===== src/dsg_pkg.sv =====
// shared types and constants for the step governor
package dsg_pkg;

    localparam int PCT_W      = 7;
    localparam int FREQ_W     = 24;
    localparam int STEP_W     = 25;
    localparam int DSTEP_W    = STEP_W + 1;
    localparam int PROD_W     = PCT_W + FREQ_W;
    localparam int QUOT_IN_W  = PROD_W - 2;
    localparam int RECIP_W    = 31;
    localparam int RECIP_SH   = 35;
    localparam int APB_ADDR_W = 5;
    localparam int REG_IDX_W  = 3;
    localparam int SETTLE_W   = 2;

    // ceil(2^35 / 25): divides by 25 after the divide by 4 shift
    localparam logic [RECIP_W-1:0] RECIP_25  = 31'h51EB851F;
    localparam logic [4:0]         DIV_25    = 5'd25;
    localparam logic [SETTLE_W-1:0] SETTLE_CYCLES = 2'd3;

    localparam logic [REG_IDX_W-1:0] REG_UP_THR    = 3'd0;
    localparam logic [REG_IDX_W-1:0] REG_DOWN_THR  = 3'd1;
    localparam logic [REG_IDX_W-1:0] REG_UP_PCT    = 3'd2;
    localparam logic [REG_IDX_W-1:0] REG_DOWN_PCT  = 3'd3;
    localparam logic [REG_IDX_W-1:0] REG_SLEEP_PCT = 3'd4;
    localparam logic [REG_IDX_W-1:0] REG_MIN_FREQ  = 3'd5;
    localparam logic [REG_IDX_W-1:0] REG_MAX_FREQ  = 3'd6;

    localparam logic REL_H = 1'b0;
    localparam logic REL_L = 1'b1;

    typedef struct packed {
        logic [PCT_W-1:0]  up_thr;
        logic [PCT_W-1:0]  down_thr;
        logic [FREQ_W-1:0] min_freq;
        logic [FREQ_W-1:0] max_freq;
        logic [STEP_W-1:0] up_step;
        logic [STEP_W-1:0] down_step;
        logic [STEP_W-1:0] sleep_cap;
    } t_step_cfg;

    typedef struct packed {
        logic              issue;
        logic              relation;
        logic [FREQ_W-1:0] target;
    } t_step_res;

endpackage


===== src/dsg_step_calc.sv =====
// next requested frequency for one sampling tick
module dsg_step_calc
    import dsg_pkg::*;
(
    input  t_step_cfg         i_cfg,
    input  logic [FREQ_W-1:0] i_requested,
    input  logic [PCT_W-1:0]  i_load,
    input  logic              i_awake,
    input  logic [FREQ_W-1:0] i_cur,
    output t_step_res         o_res
);

    logic [FREQ_W-1:0]  w_base;
    logic [DSTEP_W-1:0] w_up_sum;
    logic [FREQ_W-1:0]  w_up_val;
    logic [DSTEP_W-1:0] w_dstep;
    logic [FREQ_W-1:0]  w_dn_raw;
    logic [STEP_W-1:0]  w_cap;
    logic [FREQ_W-1:0]  w_dn_val;
    logic               w_up;
    logic               w_dn;

    always_comb begin
        // out of range (or inverted range) falls back to the running frequency
        if (i_requested > i_cfg.max_freq || i_requested < i_cfg.min_freq) begin
            w_base = i_cur;
        end else begin
            w_base = i_requested;
        end

        w_up_sum = DSTEP_W'(w_base) + DSTEP_W'(i_cfg.up_step);
        if (w_up_sum > DSTEP_W'(i_cfg.max_freq)) begin
            w_up_val = i_cfg.max_freq;
        end else begin
            w_up_val = w_up_sum[FREQ_W-1:0];
        end

        w_dstep = i_awake ? DSTEP_W'(i_cfg.down_step) : {i_cfg.down_step, 1'b0};
        if (DSTEP_W'(w_base) > w_dstep) begin
            w_dn_raw = w_base - w_dstep[FREQ_W-1:0];
        end else begin
            w_dn_raw = i_cfg.min_freq;
        end

        if (STEP_W'(i_cfg.min_freq) > i_cfg.sleep_cap) begin
            w_cap = STEP_W'(i_cfg.min_freq);
        end else begin
            w_cap = i_cfg.sleep_cap;
        end
        if (!i_awake && STEP_W'(w_dn_raw) > w_cap) begin
            w_dn_val = w_cap[FREQ_W-1:0];
        end else begin
            w_dn_val = w_dn_raw;
        end

        w_up = i_awake && (i_load > i_cfg.up_thr);
        w_dn = !i_awake || (i_load < i_cfg.down_thr);

        if (w_up) begin
            o_res.issue    = 1'b1;
            o_res.relation = REL_H;
            o_res.target   = w_up_val;
        end else if (w_dn) begin
            o_res.issue    = 1'b1;
            o_res.relation = REL_L;
            o_res.target   = w_dn_val;
        end else begin
            o_res.issue    = 1'b0;
            o_res.relation = REL_H;
            o_res.target   = '0;
        end
    end

endmodule


===== config.mk =====
export PLATFORM = sky130hd
export DESIGN_NAME = dsg_step_calc
export DESIGN_NICKNAME = d
export VERILOG_FILES = /design/src/dsg_pkg.sv /design/src/dsg_step_calc.sv
export SDC_FILE = /design/constraint.sdc
export NUM_CORES = 1
export LEC_CHECK = 0
export BUFFER_PORTS_ARGS = -buffer_cell sky130_fd_sc_hd__buf_2
export CORE_MARGIN = 8
export CORE_UTILIZATION = 30
export DETAILED_ROUTE_END_ITERATION = 16
export MAX_ROUTING_LAYER = met4
export SYNTH_ARGS = -nofsm -noshare
export SYNTH_HDL_FRONTEND = slang
export SYNTH_SLANG_ARGS = --single-unit
export TNS_END_PERCENT = 5

===== constraint.sdc =====
create_clock -name vclk -period 17
set_clock_uncertainty 0.15 [all_clocks]
set_input_delay 0 -clock vclk [all_inputs]
set_output_delay 0 -clock vclk [all_outputs]
set_load 0.005 [all_outputs]

; After elaboration in Yosys (flattened, before gate mapping)
; Cells that the tools add are included.
[classes]
add_sub_neg = 2
multipliers = 0
div_mod_pow = 0
n_lt_le_gt_ge = 8
n_eq_ne = 0
shifts = 0
muxes = 8
bitwise = 0
reduce_logical = 5
[op_table]
columns = cell, count
row1 = $mux 24, 4
row2 = $mux 26, 3
row3 = $gt 24x25->1, 2
row4 = $add 24x25->26, 1
row5 = $gt 24x26->1, 1
row6 = $gt 26x24->1, 1
row7 = $mux 25, 1
row8 = $gt 24x24->1, 1
row9 = $lt 24x24->1, 1
row10 = $sub 24x24->24, 1
row11 = $gt 7x7->1, 1
row12 = $lt 7x7->1, 1
row13 = $logic_and 1x1->1, 2
row14 = $logic_or 1x1->1, 2
row15 = $logic_not 1->1, 1
[totals]
ff_bits = 0
latch_bits = 0
ramBits = 0
mem_bits_ro = 0
output_inout_bits = 26
word_cells = 23
n_memories = 0

; Depth between registers and ports, before layout
[depth]
ltp_word = 10
mapped_depth = 34
ltp_nobuf = 31

; Least setup slack after synthesis
; OpenSTA, ideal clock, no wires.
[synth_path]
kind = input-to-output
startpoint = in i_cfg[92] (netlist bit)
endpoint = out o_res[14] (netlist bit)
arrival_ns = 6.480
required_ns = 16.850
setup_slack_ns = 10.370
cell_stages = 32
n_path_buf = 4
path_cell_list = inv_1 ha_1 a21o_1 a21o_1 a21o_1 a21o_1 a21oi_1 nor2_1 a211o_1 o21a_1 clkbuf_1 clkbuf_1 o211ai_1 ha_1 a21oi_1 o21ai_0 a31o_2 a211o_1 o211ai_2 and2_1 buf_2 o21ai_0 ha_1 a2111oi_0 o221ai_1 o221ai_1 nand4_1 o211ai_1 inv_1 clkbuf_1 mux2i_1 o22ai_1
[synth_rtl]
columns = item, line_no
row1 = from (decl), dsg_step_calc.sv:5  ; input t_step_cfg i_cfg,
row2 = to (decl), dsg_step_calc.sv:10  ; output t_step_res o_res

==> impl_metrics.env <==
export IMPL_core_um2=26100
export IMPL_syn_area_per_cell_um2=7.22
export IMPL_drtPass1Iterations=6
export IMPL_setup_tns_ns=0
export IMPL_routed_wl_mm=35.7
export IMPL_hold_viol=0
export IMPL_status="complete, no violations"
export IMPL_overflow=0
export IMPL_nets=1668
export IMPL_antenna_left=0
export IMPL_hold_class="primary input to primary output"
export IMPL_max_clock_freq_mhz=109
export IMPL_crit_slowest_cell="o211ai_2"
export IMPL_min_path_cells=4
export IMPL_regArea_um2=0
export IMPL_ir_drop_mv=0.0182
export IMPL_final_common_cell="buf_2"
export IMPL_crit_path_start_kind="primary input"
export IMPL_cp_required_ns=16.85
export IMPL_netlist_area_um2=7990
export IMPL_timing_final_max_slew_violations=0
export IMPL_grt_start_max_net_pins=33
export IMPL_die_h_um=179
export IMPL_rsz0062_at_grt="no"
export IMPL_track_usage_pct=21.8
export IMPL_relSlewSlack_pct=34.4
export IMPL_vias=9556
export IMPL_arrival_ns=8.99
export IMPL_place_gp_congestion=1.03
export IMPL_final_util_pct=36.0
export IMPL_drive_above_1_share_pct=20.1
export IMPL_slowest_delay_ns=0.69
export IMPL_die_area_um2=32100
export IMPL_fp_row_count=59
export IMPL_synth_nets=1482
export IMPL_cts_resized=0
export IMPL_worst_slack_ns=7.86
export IMPL_finalCritPeriodShare_pct=53.7
export IMPL_worstHoldStart="i_cfg[97]"
export IMPL_avgViaCountPerCell=5.86
export IMPL_drt_initial_drc_count=787
export IMPL_cp_end_kind="primary output"
export IMPL_post_route_min_period_ns=9.14
export IMPL_cts_hold_buffers=0
export IMPL_drv_cap=0
export IMPL_start_util_pct=30.6
export IMPL_worst_path_most_repeated_cell="a21o_1"
export IMPL_dpl_cell_area_um2=9390
export IMPL_power_per_cell_area_nw_per_um2=64.0
export IMPL_yosysWarnings=0
export IMPL_final_cell_area_um2=9400
export IMPL_yosysSeqAreaShare_pct=0
export IMPL_p_leak_nw=4.75
export IMPL_port_buffers=219
export IMPL_cts_setup_buffers=0
export IMPL_setup_viol=0
export IMPL_die_w_um=179
export IMPL_clock_buffers=0
export IMPL_n_sequential_cell=0
export IMPL_dpl_worst_slack_ns=8.06
export IMPL_area_delta_synth_final_pct=17.6
export IMPL_antenna_found_initial=5
export IMPL_wl_per_cell_um=21.9
export IMPL_tightest_slew_ns=0.981
export IMPL_drc_errors=0
export IMPL_ioPinCount=219
export IMPL_place_hpwl_mm=31.9
export IMPL_path_max_fanout=26
export IMPL_synth_area_leaders="ha_1 28%, mux2i_1 8.8%, o211ai_1 5.4%"
export IMPL_syn_instance_count=1107
export IMPL_grt_pass1_wl_mm=52.6
export IMPL_grt_pass1_vias=9200
export IMPL_yosys_area_top_type="ha_1"
export IMPL_synth_top_area_share_pct=28.2
export IMPL_hold_end="o_res[22]"
export IMPL_ys_types=74
export IMPL_final_cell_mix="219 x buf_2, 180 x ha_1, 112 x inv_1"
export IMPL_path_class="primary input to primary output"
cell families (layout without fill, tap and decap cells):
| logic type | after synthesis | after routing | synth area share [%] |
|---|---|---|---|
| fa+ha+maj | 182 | 182 | 28.7 |
| mux | 73 | 73 | 9.19 |
| compound gates | 383 | 383 | 33.1 |
| buf+inv | 154 | 338 | 7.53 |
| simple gates | 285 | 285 | 18.3 |
| other cells | 0 | 5 | 0 |
| xor+xnor | 30 | 30 | 3.29 |
worst max-delay path: cells and delay by family:
kind                       cells  cell delay, ns
AOI/OAI and AO/OA             18            6.11
adders and majority gates      3            1.07
and+or+nand+nor                3            0.85
buffers and inverters          4            0.73
muxes                          1            0.21
per-layer routing:
metal  GRT usage, %  wire (um)  share of wire (%)
met3           3.24       3740                 10
met1           29.7      15700                 44
met4           4.48        803                2.3
met2           33.7      15400                 43
met5              -          0                  0
worst max-delay path by stage:
stage / from / end / slack (ns)
after floorplan: i_cfg[92] / o_res[14] / 10.37
after global placement: i_cfg[92] / o_res[21] / 8.08
after detailed placement: i_cfg[92] / o_res[5] / 8.06
after CTS: i_cfg[92] / o_res[5] / 8.02
after global routing: i_cfg[92] / o_res[16] / 7.29
final: i_cfg[92] / o_res[5] / 7.86
layout make-up:
type / instances / area [um2]
well taps: 335 / 419
multi-input cells: 953 / 7400
diodes: 5 / 12.5
repair buffers: 226 / 1150
fillers: 2853 / 16700
inverters: 112 / 420
power by group:
group             internal [W]        total [W]  switching (W)
Combinational         0.000238         0.000602       0.000364
Sequential                   0                0              0
Clock          0.0000000000393  0.0000000000394              0
Total                 0.000238         0.000602       0.000364
stage by stage:
| stage | hold slack [ns] | cells | total power [W] |
|---|---|---|---|
| finish | 0.332 | 1631 | 0.000602 |
| detailed placement | 0.335 | 1626 | 0.000586 |
| floorplan | 0.0273 | 1107 | 0.000402 |
| global route | 0.352 | 1631 | 0.000659 |
| CTS | 0.338 | 1626 | 0.000589 |
| global placement | 0.341 | 1626 | 0.000582 |
synth_stat cells, drive strengths merged, types with 4 or more instances:
master / count
a211o: 6
o221ai: 12
nand4: 33
a211oi: 14
o2111ai: 6
o21bai: 6
xnor2: 15
nor2: 54
nand2: 51
and2: 9
or3: 5
a21oi: 81
o31ai: 6
or2: 5
nor3: 19
a2111oi: 4
ha: 180
inv: 112
a21boi: 4
mux2i: 70
o22ai: 11
a31oi: 6
o211ai: 60
nor2b: 16
xor2: 15
a21o: 39
clkbuf: 31
nand2b: 14
and3: 6
buf: 11
nand3: 64
o21ai: 77
o21a: 24
Power figures use the tool's default switching activity.
