**src/dsg_pkg.sv**
```systemverilog
// shared types and constants for the step governor
package dsg_pkg;

    localparam int PCT_W      = 7;
    localparam int FREQ_W     = 24;
    localparam int STEP_W     = 25;
    localparam int DSTEP_W    = STEP_W + 1;
    localparam int PROD_W     = PCT_W + FREQ_W;
    localparam int QUOT_IN_W  = PROD_W - 2;
    localparam int RECIP_W    = 31;
    localparam int RECIP_SH   = 35;
    localparam int APB_ADDR_W = 5;
    localparam int REG_IDX_W  = 3;
    localparam int SETTLE_W   = 2;

    // ceil(2^35 / 25): divides by 25 after the divide by 4 shift
    localparam logic [RECIP_W-1:0] RECIP_25  = 31'h51EB851F;
    localparam logic [4:0]         DIV_25    = 5'd25;
    localparam logic [SETTLE_W-1:0] SETTLE_CYCLES = 2'd3;

    localparam logic [REG_IDX_W-1:0] REG_UP_THR    = 3'd0;
    localparam logic [REG_IDX_W-1:0] REG_DOWN_THR  = 3'd1;
    localparam logic [REG_IDX_W-1:0] REG_UP_PCT    = 3'd2;
    localparam logic [REG_IDX_W-1:0] REG_DOWN_PCT  = 3'd3;
    localparam logic [REG_IDX_W-1:0] REG_SLEEP_PCT = 3'd4;
    localparam logic [REG_IDX_W-1:0] REG_MIN_FREQ  = 3'd5;
    localparam logic [REG_IDX_W-1:0] REG_MAX_FREQ  = 3'd6;

    localparam logic REL_H = 1'b0;
    localparam logic REL_L = 1'b1;

    typedef struct packed {
        logic [PCT_W-1:0]  up_thr;
        logic [PCT_W-1:0]  down_thr;
        logic [FREQ_W-1:0] min_freq;
        logic [FREQ_W-1:0] max_freq;
        logic [STEP_W-1:0] up_step;
        logic [STEP_W-1:0] down_step;
        logic [STEP_W-1:0] sleep_cap;
    } t_step_cfg;

    typedef struct packed {
        logic              issue;
        logic              relation;
        logic [FREQ_W-1:0] target;
    } t_step_res;

endpackage

```
**src/dsg_pct_scale.sv**
```systemverilog
// percent of max frequency: pct * max / 100 over three register stages
module dsg_pct_scale
    import dsg_pkg::*;
(
    input  logic              i_clk,
    input  logic [PCT_W-1:0]  i_pct,
    input  logic [FREQ_W-1:0] i_max,
    output logic [STEP_W-1:0] o_value
);

    logic [PROD_W-1:0]           r_prod;
    logic [QUOT_IN_W-1:0]        r_x;
    logic [STEP_W-1:0]           r_qest;
    logic [STEP_W-1:0]           r_value;
    logic [QUOT_IN_W+RECIP_W-1:0] w_recip_prod;
    logic [QUOT_IN_W:0]          w_back;

    // divide by 4 first, then by 25 through the reciprocal
    assign w_recip_prod = {{RECIP_W{1'b0}}, r_prod[PROD_W-1:2]}
                        * {{QUOT_IN_W{1'b0}}, RECIP_25};
    assign w_back = (QUOT_IN_W+1)'(r_qest) * (QUOT_IN_W+1)'(DIV_25);

    always_ff @(posedge i_clk) begin
        r_prod  <= PROD_W'(i_pct) * PROD_W'(i_max);
        r_x     <= r_prod[PROD_W-1:2];
        r_qest  <= w_recip_prod[RECIP_SH +: STEP_W];
        // estimate can only be one high
        if (w_back > {1'b0, r_x}) begin
            r_value <= r_qest - STEP_W'(1);
        end else begin
            r_value <= r_qest;
        end
    end

    assign o_value = r_value;

endmodule

```
**config.mk**
```make
export PLATFORM = sky130hd
export DESIGN_NAME = dsg_pct_scale
export DESIGN_NICKNAME = d
export VERILOG_FILES = /design/src/dsg_pkg.sv /design/src/dsg_pct_scale.sv
export SDC_FILE = /design/constraint.sdc
export NUM_CORES = 2
export LEC_CHECK = 0
export BUFFER_PORTS_ARGS = -buffer_cell sky130_fd_sc_hd__buf_2
export CAP_MARGIN = 15
export CORE_MARGIN = 5
export CORE_UTILIZATION = 40
export DETAILED_ROUTE_END_ITERATION = 10
export HOLD_SLACK_MARGIN = 0.15
export RECOVER_POWER = 50
export SLEW_MARGIN = 20
export SYNTH_ARGS = -nofsm -noshare
export SYNTH_HDL_FRONTEND = slang
export SYNTH_SLANG_ARGS = --single-unit
```
**constraint.sdc**
```tcl
create_clock -name i_clk -period 6.7 [get_ports i_clk]
set_input_delay 0.67 -clock i_clk [delete_from_list [all_inputs] [get_ports i_clk]]
set_output_delay 0.67 -clock i_clk [all_outputs]
set_load 0.05 [all_outputs]
```
Word-level counts from Yosys, hierarchy flattened
Cells that the tools add are included.
- output and inout port bits: 25
- logic and storage cells: 10
- input bits: 32
- bits in registers: 110
- multiplexer cells: 1
- multiply operators: 3
- order comparisons: 1
- $add $sub $neg: 1
- operators with widths (kind ; number):
    $mul 29x31->60 const B ; 1
    $mul 7x24->31 ; 1
    $gt 30x29->1 ; 1
    $mul 25x5->30 const B ; 1
    $mux 25 ; 1
    $sub 25x1->25 const B ; 1

Logic depth before layout (Yosys ltp)
- depth after elaboration: 3
- mapped depth: 28
- depth with buffers taken out: 27

Least setup slack after synthesis
No wires, ideal clock.
- path kind: reg2reg
- start: register r_prod[28]
- end: register r_qest[23]
- stages on the path, launching flop included: 26
- setup time: 118 ps
- data arrival time: 6533 ps
- data required time: 6582 ps
- period minus slack after synthesis: 6651 ps
- path buffers: 0
- setup slack: 49 ps
- path through: dfxtp_1 -> inv_1 -> fa_1 -> inv_1 -> ha_1 -> fa_1 -> inv_1 -> fa_1 -> inv_1 -> fa_1 -> inv_1 -> fa_1 -> inv_1 -> fa_1 -> fa_1 -> ha_1 -> a21o_1 -> a21oi_1 -> or2_2 -> a31oi_1 -> o31ai_2 -> o211ai_1 -> o211ai_1 -> o41ai_1 -> a21oi_1 -> xnor2_1
- longest elaborated chain between the ends: 1
- RTL lines (element ; line ; RTL):
    from (decl) ; dsg_pct_scale.sv:11 ; logic [PROD_W-1:0] r_prod;
    from (signal assigned) ; dsg_pct_scale.sv:24 ; r_prod <= PROD_W'(i_pct) * PROD_W'(i_max);
    $mul 29x31->60 ; dsg_pct_scale.sv:20 ; * {{QUOT_IN_W{1'b0}}, RECIP_25};
    via w_recip_prod[58] ; dsg_pct_scale.sv:15 ; logic [QUOT_IN_W+RECIP_W-1:0] w_recip_prod;
    to (signal assigned) ; dsg_pct_scale.sv:26 ; r_qest <= w_recip_prod[RECIP_SH +: STEP_W];
    to (decl) ; dsg_pct_scale.sv:13 ; logic [STEP_W-1:0] r_qest;
The timed path passes the listed nets, and every way through them passes these cells.

Worst setup path after layout
- start: register r_prod[19]
- end: register r_qest[18]
Same word-level chain as after synthesis.

==> impl_metrics.json <==
{
  "status": "finished, violations left",
  "violations": "negative setup slack",
  "holdPathStages": 1,
  "vias": 17810,
  "cts_hold_buf": 0,
  "clk_latency_ns": 0.40,
  "synth-main-ff-cell": "dfxtp_1",
  "fmax_mhz": 147.7,
  "viasPerCell": 4.815,
  "timing.final.crit_share_pct": 101.1,
  "synthCells": 2605,
  "cts_tree": "yes",
  "r2r.worst_path.cells": 26,
  "syn2layout_area_growth_pct": 13.63,
  "crit_required_ns": 6.98,
  "slew_headroom_pct": 15.02,
  "syn-num-nets": 3619,
  "startpoint_type": "register",
  "drc_errors": 0,
  "crit_type": "reg -> reg",
  "hold_violations": 0,
  "chipHeight_microns": 260.9,
  "max_slew.worst_pin.slew_ns": 1.275,
  "crit_fanout": 6,
  "avgSynthCellArea_sq_um": 9.666,
  "clkTransAtPathRegs_ns": 0.09,
  "synthTopCellsByArea": "fa_1 (36%), ha_1 (26%), inv_1 (12%), dfxtp_1 (8.6%), nand2_1 (2.7%)",
  "synthSimpleGateAreaFrac_pct": 7.061,
  "cts.sinks": 108,
  "diodes": 0,
  "yosys_register_bits": 108,
  "synth_top_family_by_area": "adder cells",
  "die_w_microns": 260.9,
  "overflow": 0,
  "rows": 92,
  "ys_types": 64,
  "first_global_vias": 19680,
  "seq_area_frac_synth_pct": 8.587,
  "drt-total-wl_microns": 63570,
  "clk_path_buf_depth": 2,
  "synthXorXnorAreaFrac_pct": 3.473,
  "globalplace.congestion": 0.9725,
  "crit_path_end_kind": "register",
  "final_nets": 3862,
  "ant_nets": 0,
  "antenna_found_initial": 0,
  "grt_max_degree": 27,
  "rsz0062_at_grt": "true",
  "finClkSkew_ns": 0.01109,
  "hold_path.class": "reg -> reg",
  "finalCriticalPeriod_ns": 6.771,
  "yosys.area.top_type": "fa_1",
  "ys_async_sr_fraction_pct": 0,
  "portBuffers": 56,
  "start_util_pct": 40.14,
  "dpl_worst_slack_ns": -0.2801,
  "setup_viol": 7,
  "synth_compound_area_share_pct": 6.778,
  "numCtsBuffers": 9,
  "dr.first_iter.drc_count": 753,
  "ys_warn_count": 0,
  "arrival_ns": 7.05,
  "io_pins": 57,
  "synthAdderAreaFrac_pct": 62.18,
  "cts_root_buf": "clkbuf_16",
  "synth_top_cell_area_share_pct": 35.70,
  "drv_slew": 0,
  "first_pass_iters": 5,
  "grt_first_pass_wirelength_microns": 102600,
  "synth-edff-count": 0,
  "dieArea_sq_um": 68070,
  "wl_per_cell_microns": 17.18,
  "grt_usage_pct": 19.19,
  "drv_cap": 0,
  "synth_mux_area_share_pct": 0.05963,
  "dpl.hpwl_microns": 56800,
  "ctsHtreeMaxLevel": 3,
  "drive_gt1_share_pct": 12.30,
  "core_area_sq_um": 62740,
  "netlist_area_sq_um": 25180,
  "worst_slack_ns": -0.07135,
  "fillers": 6046
}
[synth_stat cells (3+ instances only)]
library cell / number
nand3_1: 23
xor2_1: 21
a21o_1: 53
fa_1: 449
o31ai_1: 5
or3_1: 4
o21bai_1: 16
dfxtp_1: 108
o21a_1: 4
a31o_2: 3
nor2_1: 38
a41oi_1: 3
clkbuf_1: 15
nor2b_1: 9
xnor2_1: 77
a31oi_1: 8
and2_1: 37
and4_1: 6
a21oi_1: 87
nor3_1: 6
nand4_1: 16
nand2_1: 180
o211ai_1: 7
inv_1: 772
nand3_2: 9
o21ai_0: 38
or2_2: 7
nand2b_1: 8
ha_1: 533
a211oi_1: 6
and3_1: 14
[cell families after synthesis]
logic type	after synthesis
xor gates and xnor gates	99
AOI/OAI and AO/OA	260
muxes	1
and+or+nand+nor	365
adders and majority gates	982
DFF	108
buffers and inverters	790
[state kept, by name, summed over array words and instances (netlist names)]
signal / count
o_value: 25
r_prod: 29
r_qest: 25
r_x: 29
[cells in the final DEF (no fill, tap or decap), types with 30 or more instances in the layout]
master,count
a21o_1,53
a21oi_1,78
and2_1,37
buf_2,30
buf_4,179
clkbuf_1,32
dfxtp_1,96
fa_1,435
ha_1,520
inv_1,763
nand2_1,180
nor2_1,35
o21ai_0,31
xnor2_1,76
[through the flow]
stage | util (%) | cells | hold WS [ns] | setup TNS [ns] | instance area, sq um
detailed placement | 44.39 | 3676 | 0.5214 | -2.811 | 27850
finish | 45.61 | 3699 | 0.5166 | -0.3043 | 28610
global placement | 44.39 | 3676 | 0.5196 | -1.353 | 27850
global route | 45.61 | 3699 | 0.5460 | -2.774 | 28610
floorplan | - | 2605 | 0.4015 | 0 | 25180
CTS | 45.21 | 3697 | 0.5250 | 0 | 28360
[repair_timing]
item,in CTS,in global routing
gates cloned,0,1
endpoints found under the setup margin,18,25
resized for setup,37,74
pin swaps,11,21
setup buffers,5,3
[cell type report]
class | count | area [sq um] | share of cell area [%]
clock buffers | 9 | 225.2 | 0.7872
repair buffers | 249 | 1713 | 5.987
clock inverters | 7 | 81.33 | 0.2843
flip-flops and latches | 108 | 2180 | 7.618
well taps | 846 | 1059 | 3.700
inverters | 772 | 2898 | 10.13
multi-input cells | 1708 | 20460 | 71.50
[critical path, cell delays in order (launching register included)]
cell and delay [ns]:
dfxtp_2 0.35, clkbuf_1 0.46, ha_1 0.24, inv_1 0.07, fa_1 0.39, inv_1 0.07, ha_1 0.19, inv_1 0.06
fa_1 0.46, fa_1 0.56, inv_1 0.06, fa_2 0.53, fa_1 0.42, fa_1 0.49, ha_4 0.30, and4_4 0.23
and3_4 0.20, nand3_1 0.07, o221ai_1 0.19, buf_4 0.17, o31ai_2 0.07, buf_4 0.18, o211ai_1 0.25, and3_4 0.27
buf_4 0.14, a31oi_2 0.09, xnor2_1 0.14
[per-layer routing]
metal	global-route usage, %	part of all wire, %
met1	25.49	45
met2	33.03	49
met3	2.912	4.2
met4	4.726	2.5
met5	0	0
[final timing paths]
kind | to | slack, ns | start
setup reg to reg | r_qest[18]$_DFF_P_ | -0.07 | r_prod[19]$_DFF_P_
hold reg to reg | o_value[22]$_DFF_P_ | 0.52 | r_qest[22]$_DFF_P_
hold / removal | o_value[22]$_DFF_P_ | 0.52 | r_qest[22]$_DFF_P_
setup / recovery | r_qest[18]$_DFF_P_ | -0.07 | r_prod[19]$_DFF_P_
Power is not shown: default switching activity piles up to over one toggle a cycle in this logic, so the estimate is an artifact.
